**config.mk**
```make
export PLATFORM = sky130hd
export DESIGN_NAME = manchester_sample_decoder
export DESIGN_NICKNAME = d
export VERILOG_FILES = /design/src/hdl/msd_pkg.sv /design/src/hdl/manchester_sample_decoder.sv /design/src/hdl/msd_decode.sv
export VERILOG_INCLUDE_DIRS = /design/src /design/src/hdl
export SDC_FILE = /design/constraint.sdc
export NUM_CORES = 1
export LEC_CHECK = 0
export BUFFER_PORTS_ARGS = -buffer_cell sky130_fd_sc_hd__buf_2
export CORE_UTILIZATION = 50
export CTS_CLUSTER_DIAMETER = 100
export CTS_CLUSTER_SIZE = 28
export DETAILED_ROUTE_END_ITERATION = 10
export GPL_TIMING_DRIVEN = 0
export HOLD_SLACK_MARGIN = 0.03
export PLACE_DENSITY = 0.8
export SKIP_LAST_GASP = 1
export SLEW_MARGIN = 10
export SYNTH_ARGS = -nofsm -noshare
export SYNTH_HDL_FRONTEND = slang
export SYNTH_SLANG_ARGS = --single-unit
```
**constraint.sdc**
```tcl
create_clock -name clk -period 2.4 [get_ports clk]
set_input_delay 0.24 -clock clk [delete_from_list [all_inputs] [get_ports clk]]
set_output_delay 0.24 -clock clk [all_outputs]
set_load 0.02 [all_outputs]
```
**src/hdl/manchester_sample_decoder_assert.svh**
```systemverilog
// Assertion macros for the Manchester sample decoder.
// Each macro takes a label, clock, active-low reset, antecedent and consequent.
`ifndef MANCHESTER_SAMPLE_DECODER_ASSERT_SVH
`define MANCHESTER_SAMPLE_DECODER_ASSERT_SVH

`ifndef SYNTH

// Same-cycle implication.
`define MSD_ASSERT_IMP(lbl, clk, rst_n, ante, cons) \
	lbl: assert property (@(posedge clk) disable iff (!(rst_n)) (ante) |-> (cons)) \
		else $error("msd assertion failed");

// Next-cycle implication.
`define MSD_ASSERT_NXT(lbl, clk, rst_n, ante, cons) \
	lbl: assert property (@(posedge clk) disable iff (!(rst_n)) (ante) |=> (cons)) \
		else $error("msd assertion failed");

`else

`define MSD_ASSERT_IMP(lbl, clk, rst_n, ante, cons)
`define MSD_ASSERT_NXT(lbl, clk, rst_n, ante, cons)

`endif

`endif

```
**src/hdl/msd_pkg.sv**
```systemverilog
package msd_pkg;

	// configuration register indexes
	localparam int CFG_IDX_W = 2;
	localparam logic [CFG_IDX_W-1:0] CFG_CONFIGURED  = 2'd0;
	localparam logic [CFG_IDX_W-1:0] CFG_SYMBOL_SIZE = 2'd1;
	localparam logic [CFG_IDX_W-1:0] CFG_THRESHOLD   = 2'd2;

	localparam int BITS_PER_BYTE = 8;
	localparam logic [2:0] LAST_BIT = 3'(BITS_PER_BYTE - 1);
	localparam logic [7:0] SYMBOL_SIZE_RESET = 8'd1;

	// decoder state apart from the previous sample
	typedef struct packed {
		logic [7:0] sample_counter;
		logic       current_bit;
		logic [2:0] bit_counter;
		logic [7:0] shift_byte;
		logic [7:0] held_byte;
	} dec_state_t;

	// one result item
	typedef struct packed {
		logic       symbol_end;
		logic       decoded_bit;
		logic       byte_ready;
		logic [7:0] data_byte;
	} result_t;

endpackage

```
**src/hdl/manchester_sample_decoder.sv**
```systemverilog
// Manchester decoder for threshold-sampled ADC data. Each accepted sample
// yields exactly one result item: symbol_end marks the sample that closed a
// symbol (every symbol_size samples), byte_ready the one that completed an
// eighth bit, decoded_bit is the bit after this sample, and data_byte the last
// delivered byte (MSB first). A rise through threshold sets the bit to 0, a
// fall sets it to 1; a sample equal to threshold is not a crossing. While
// configured is 0 samples still produce items, but nothing in the decoder
// moves and symbol_end and byte_ready stay 0. Throughput is one sample per
// clock while result_stall is low, set by the single decode pass between the
// input register and the result register. A sample is held in the input
// register, then its result in the result register until it is taken.
// Configuration writes take effect at the next edge and must be made with the
// block idle. Decoder state is not cleared by configuration writes.
`include "manchester_sample_decoder_assert.svh"

module manchester_sample_decoder #(
	parameter int SAMPLE_BITS = 12,
	localparam int CFG_W = (SAMPLE_BITS > 8) ? SAMPLE_BITS : 8
) (
	input  logic                            clk,
	input  logic                            arst_n,
	// configuration
	input  logic                            cfg_we,
	input  logic [msd_pkg::CFG_IDX_W-1:0]   cfg_index,
	input  logic [CFG_W-1:0]                cfg_data,
	// sample channel
	input  logic                            sample_valid,
	output logic                            sample_stall,
	input  logic [SAMPLE_BITS-1:0]          sample,
	// result channel
	output logic                            result_valid,
	input  logic                            result_stall,
	output logic                            symbol_end,
	output logic                            decoded_bit,
	output logic                            byte_ready,
	output logic [7:0]                      data_byte
);

	// config registers
	logic                   configured_q;
	logic [7:0]             symbol_size_q;
	logic [SAMPLE_BITS-1:0] threshold_q;

	// input stage
	logic                   valid_s1;
	logic [SAMPLE_BITS-1:0] sample_s1;

	// decoder state
	msd_pkg::dec_state_t    state_q;
	msd_pkg::dec_state_t    state_nxt;
	logic [SAMPLE_BITS-1:0] prev_q;

	// result stage
	msd_pkg::result_t       result_q;
	msd_pkg::result_t       result_nxt;
	logic                   result_valid_q;

	logic                   accept;
	logic                   advance;
	logic                   out_free;

	// result register frees when empty or being taken this cycle
	assign out_free     = !result_valid_q || !result_stall;
	assign advance      = valid_s1 && out_free;
	assign sample_stall = valid_s1 && !out_free;
	assign accept       = sample_valid && !sample_stall;

	always_ff @(posedge clk or negedge arst_n) begin
		if (!arst_n) begin
			configured_q  <= 1'b0;
			symbol_size_q <= msd_pkg::SYMBOL_SIZE_RESET;
			threshold_q   <= '0;
		end else if (cfg_we) begin
			case (cfg_index)
				msd_pkg::CFG_CONFIGURED:  configured_q  <= cfg_data[0];
				msd_pkg::CFG_SYMBOL_SIZE: symbol_size_q <= cfg_data[7:0];
				msd_pkg::CFG_THRESHOLD:   threshold_q   <= cfg_data[SAMPLE_BITS-1:0];
				default: ;
			endcase
		end
	end

	always_ff @(posedge clk or negedge arst_n) begin
		if (!arst_n) begin
			valid_s1 <= 1'b0;
		end else if (accept) begin
			valid_s1 <= 1'b1;
		end else if (advance) begin
			valid_s1 <= 1'b0;
		end
	end

	always_ff @(posedge clk) begin
		if (accept) begin
			sample_s1 <= sample;
		end
	end

	msd_decode #(
		.SAMPLE_BITS(SAMPLE_BITS)
	) u_decode (
		.configured  (configured_q),
		.symbol_size (symbol_size_q),
		.threshold   (threshold_q),
		.sample      (sample_s1),
		.prev_sample (prev_q),
		.state       (state_q),
		.state_next  (state_nxt),
		.result      (result_nxt)
	);

	// state moves only when the item leaves the input stage;
	// the previous sample is held while unconfigured
	always_ff @(posedge clk or negedge arst_n) begin
		if (!arst_n) begin
			state_q <= '0;
			prev_q  <= '0;
		end else if (advance) begin
			state_q <= state_nxt;
			if (configured_q) begin
				prev_q <= sample_s1;
			end
		end
	end

	always_ff @(posedge clk or negedge arst_n) begin
		if (!arst_n) begin
			result_valid_q <= 1'b0;
		end else if (advance) begin
			result_valid_q <= 1'b1;
		end else if (!result_stall) begin
			result_valid_q <= 1'b0;
		end
	end

	always_ff @(posedge clk) begin
		if (advance) begin
			result_q <= result_nxt;
		end
	end

	assign result_valid = result_valid_q;
	assign symbol_end   = result_q.symbol_end;
	assign decoded_bit  = result_q.decoded_bit;
	assign byte_ready   = result_q.byte_ready;
	assign data_byte    = result_q.data_byte;

	// a delivered byte always closes a symbol
	`MSD_ASSERT_IMP(a_byte_has_sym, clk, arst_n, result_valid_q && result_q.byte_ready, result_q.symbol_end)
	// input stage only backs up when it holds an item
	`MSD_ASSERT_IMP(a_stall_needs_item, clk, arst_n, sample_stall, valid_s1)
	// unconfigured items never close a symbol
	`MSD_ASSERT_NXT(a_idle_no_sym, clk, arst_n, advance && !configured_q, !result_q.symbol_end && !result_q.byte_ready)
	// byte delivery clears the assembly state
	`MSD_ASSERT_NXT(a_byte_clears, clk, arst_n, advance && result_nxt.byte_ready, state_q.bit_counter == 3'd0 && state_q.shift_byte == 8'd0)

endmodule

```
**src/hdl/msd_decode.sv**
```systemverilog
// Per-sample decode step: crossing detect, symbol count, byte assembly.
module msd_decode #(
	parameter int SAMPLE_BITS = 12
) (
	input  logic                      configured,
	input  logic [7:0]                symbol_size,
	input  logic [SAMPLE_BITS-1:0]    threshold,
	input  logic [SAMPLE_BITS-1:0]    sample,
	input  logic [SAMPLE_BITS-1:0]    prev_sample,
	input  msd_pkg::dec_state_t       state,
	output msd_pkg::dec_state_t       state_next,
	output msd_pkg::result_t          result
);

	logic       rising;
	logic       falling;
	logic       bit_val;
	logic [7:0] cnt_inc;
	logic       sym_done;
	logic [7:0] shifted;

	// strict compares: a sample equal to threshold is no crossing
	assign rising  = (sample > threshold) && (prev_sample < threshold);
	assign falling = (sample < threshold) && (prev_sample > threshold);
	assign bit_val = rising ? 1'b0 : (falling ? 1'b1 : state.current_bit);

	assign cnt_inc  = state.sample_counter + 8'd1;
	assign sym_done = (cnt_inc == symbol_size);
	assign shifted  = {state.shift_byte[6:0], bit_val};

	always_comb begin
		state_next = state;
		result.symbol_end  = 1'b0;
		result.byte_ready  = 1'b0;
		result.decoded_bit = state.current_bit;
		result.data_byte   = state.held_byte;
		if (configured) begin
			state_next.current_bit = bit_val;
			if (sym_done) begin
				state_next.sample_counter = '0;
				result.symbol_end = 1'b1;
				if (state.bit_counter == msd_pkg::LAST_BIT) begin
					state_next.held_byte   = shifted;
					state_next.shift_byte  = '0;
					state_next.bit_counter = '0;
					result.byte_ready      = 1'b1;
				end else begin
					state_next.shift_byte  = shifted;
					state_next.bit_counter = state.bit_counter + 3'd1;
				end
			end else begin
				state_next.sample_counter = cnt_inc;
			end
			result.decoded_bit = bit_val;
			result.data_byte   = state_next.held_byte;
		end
	end

endmodule
```
==> reports/results.ini <==
[setup_path]
cp_data_required_time_ns=2.51
worstSetupPathType=flip-flop to flip-flop
crit_fanout=8
r2r_start=state_q[25]
setup.worst_path.start=state_q[25]
r2r_setup_slack_ns=-0.05
reg2reg_to=data_byte[4]
reg2regPathDepth=7
crit_end=data_byte[4]
end_kind=flip-flop
cp-start-kind=flip-flop
worst_ep_arrival_time_ns=2.56

[floorplan]
io_pins=44
die_x_um=94.74
dieHeight_um=94.74
initial_utilization=0.5208
core_area_um2=8258
dieArea_um2=8976
rows=33

[yosys]
synthAdderAreaFrac=0.07856
syn_inst=368
ys_seq_elements=85
synth_flop_cell=dfrtp_1
synth-compound-area-share=0.06634
synth.distinct_cells=56
synth_top_family_by_area=simple AND/OR/NAND/NOR gates
synth_warnings=0
synth_edf_count=23
async_flop_share=0.7294
synth-xor-area-share=0.01804
synth_fp_nets=426
avgSynthCellArea_um2=11.69
synth-simple-area-share=0.1574
muxShareOfSynthArea=0.1271
yosysSeqAreaShare=0.5217
synthesis.area_um2=4300

[global_routing]
grt_pass1_vias=2913
grt_max_degree=63
overflow=0
grtUsageTotal=0.2018
antenna_found_initial=0
grt_pass1_wl_um=13520

[cts]
cts_made_buffers=9
cts-htree-levels=3
clock_path_buffers=2
cts_tree=yes
clock_sinks=85
clkTransAtPathRegs_ns=0.09
root_buffer=clkbuf_8
clk_latency_ns=0.36

[outcome]
violations=setup timing
status=finished with violations

[power_and_ir_drop]
p_int_mw=2.743
ir_worst_vdd_mv=0.4394
p_sw_frac=0.3495
power_frac_comb=0.334
power_switching_mw=1.474
power.share.sequential=0.444
cellPowerDensity_nw_per_um2=847.7
power_leakage_nw=2.362
p_total_mw=4.217
p_clk_frac=0.222

[layout]
finalInstanceArea_um2=4975
final_common_cell=dfrtp_1
drive_gt1_frac=0.3126
syn_to_final_growth_pct=15.68
final_cell_mix=dfrtp_1 (59), nand2_1 (54), buf_2 (44)
nets=488
n_antenna_cell=0

[detailed_routing]
ant_nets=0
wl_per_cell_um=15.53
vias_per_cell=5.526
drt-pass1-iter-count=4
vias=2984
drt_iter0_markers=153
drc=0
wl_um=8385

[timing]
hold_slack_ns=0.04980
hold_violations=0
fin_ws_ns=-0.04721
rsz0062_at_grt=yes
fmax_mhz=408.6
setup_violations=13
period_minus_slack_ns=2.447
slew_viol_final=0
relSlewSlack=0.4732
worstMarginPinSlew_ns=0.7902
clock_skew_ns=0.01278
fin_crit_sh=1.020

[placement]
place_ws_ns=-0.2305
dpl_cell_area_um2=4662
dpl.hpwl_um=5763
globalplace.congestion=0.8547
place.port_buffers=43

[hold_path]
min_path_cells=1
hp-class=input pin to flip-flop
hold_start=sample[9]

[run]
drv_cap=0

## cell families (layout without fill, tap and decap cells)
| kind of cell | count (synthesis) | in the layout |
|---|---|---|
| compound gates | 46 | 46 |
| xor+xnor | 8 | 8 |
| fa+ha+maj | 27 | 27 |
| buf+inv | 32 | 99 |
| flops | 85 | 85 |
| mux | 49 | 49 |
| simple gates | 121 | 121 |
## repair_timing
| action | CTS | global route |
|---|---|---|
| resized for setup | 4 | 12 |
| endpoints found under the hold margin | 61 | 0 |
| hold buffers | 1 | 0 |
| pin swaps | 3 | 3 |
| setup buffers | 4 | 4 |
| endpoints found under the setup margin | 25 | 26 |
## worst min-delay path by stage
stage	end	slack, ns
after floorplan	configured_q	-0.06
after global placement	sample_s1[3]	0.42
after detailed placement	state_q[7]	0.38
after CTS	sample_s1[9]	0.03
after global routing	sample_s1[9]	0.03
final	sample_s1[9]	0.05
## power by group through the flow
stage / logic, mW / registers, mW / clock network, mW
2_1_floorplan: 0.929 / 1.89 / 0
5_1_grt: 1.57 / 1.90 / 1.02
3_3_place_gp: 1.17 / 1.90 / 0
4_1_cts: 1.30 / 1.87 / 0.961
3_5_place_dp: 1.23 / 1.91 / 0
6_report: 1.41 / 1.87 / 0.935
## area by class of cell
class                      count  area (µm²)
tap                          105       131.4
sequential                    85        2246
timing repair buffer          52       291.5
buffer                        12       66.31
inverter                      19       71.32
clock inverter                 7       58.81
multi-input combinational    251        1986
clock buffer                   9       123.9
fill                         666        3283
## registers in the layout, indices dropped and copies added (netlist names), 8 cells and up
register / cells
data_byte: 8
sample_s1: 12
threshold_q: 12
state_q: 27
prev_q: 12
symbol_size_q: 8
## Yosys cell counts, types with 4 or more instances
cell type	number	share of area
nand4_1	5	0.0073
xor2_1	4	0.0081
clkbuf_1	6	0.0052
edfxtp_1	23	0.16
nand2b_1	5	0.0073
o21ai_0	16	0.019
ha_1	27	0.079
dfrtp_1	61	0.35
nand3_1	5	0.0058
mux2i_1	4	0.0093
nor3_1	6	0.0070
buf_2	4	0.0047
and2_1	4	0.0058
mux2_2	43	0.11
nor2b_1	7	0.010
a21oi_1	12	0.014
inv_1	19	0.017
nand2_1	54	0.047
nor2_1	12	0.010
## stage by stage
stage,utilization,setup TNS [ns],instances
final,0.6024,-0.1401,540
after global routing,0.6024,-2.931,540
after CTS,0.5930,0,537
after detailed placement,0.5645,-2.678,516
after global placement,0.5642,-1.605,516
after floorplan,-,0,368
## metal layers
metal	routed length, µm	share of wire	vias up	GRT usage
met4	234	0.028	0	0.09470
met3	391	0.047	26	0.05072
met5	0	0	-	0
met2	4189	0.50	85	0.3327
li1	-	-	1434	-
met1	3570	0.43	1439	0.2482
## critical path, stage by stage (launching register included)
cell and delay, ns:
dfrtp_1 0.33, buf_2 0.19, nand2_1 0.11, o21ai_0 0.36, nand4_2 0.21, nor4b_4 0.36
nand4_4 0.26, mux2_4 0.38
No activity file was read; power rests on OpenSTA's default activity.
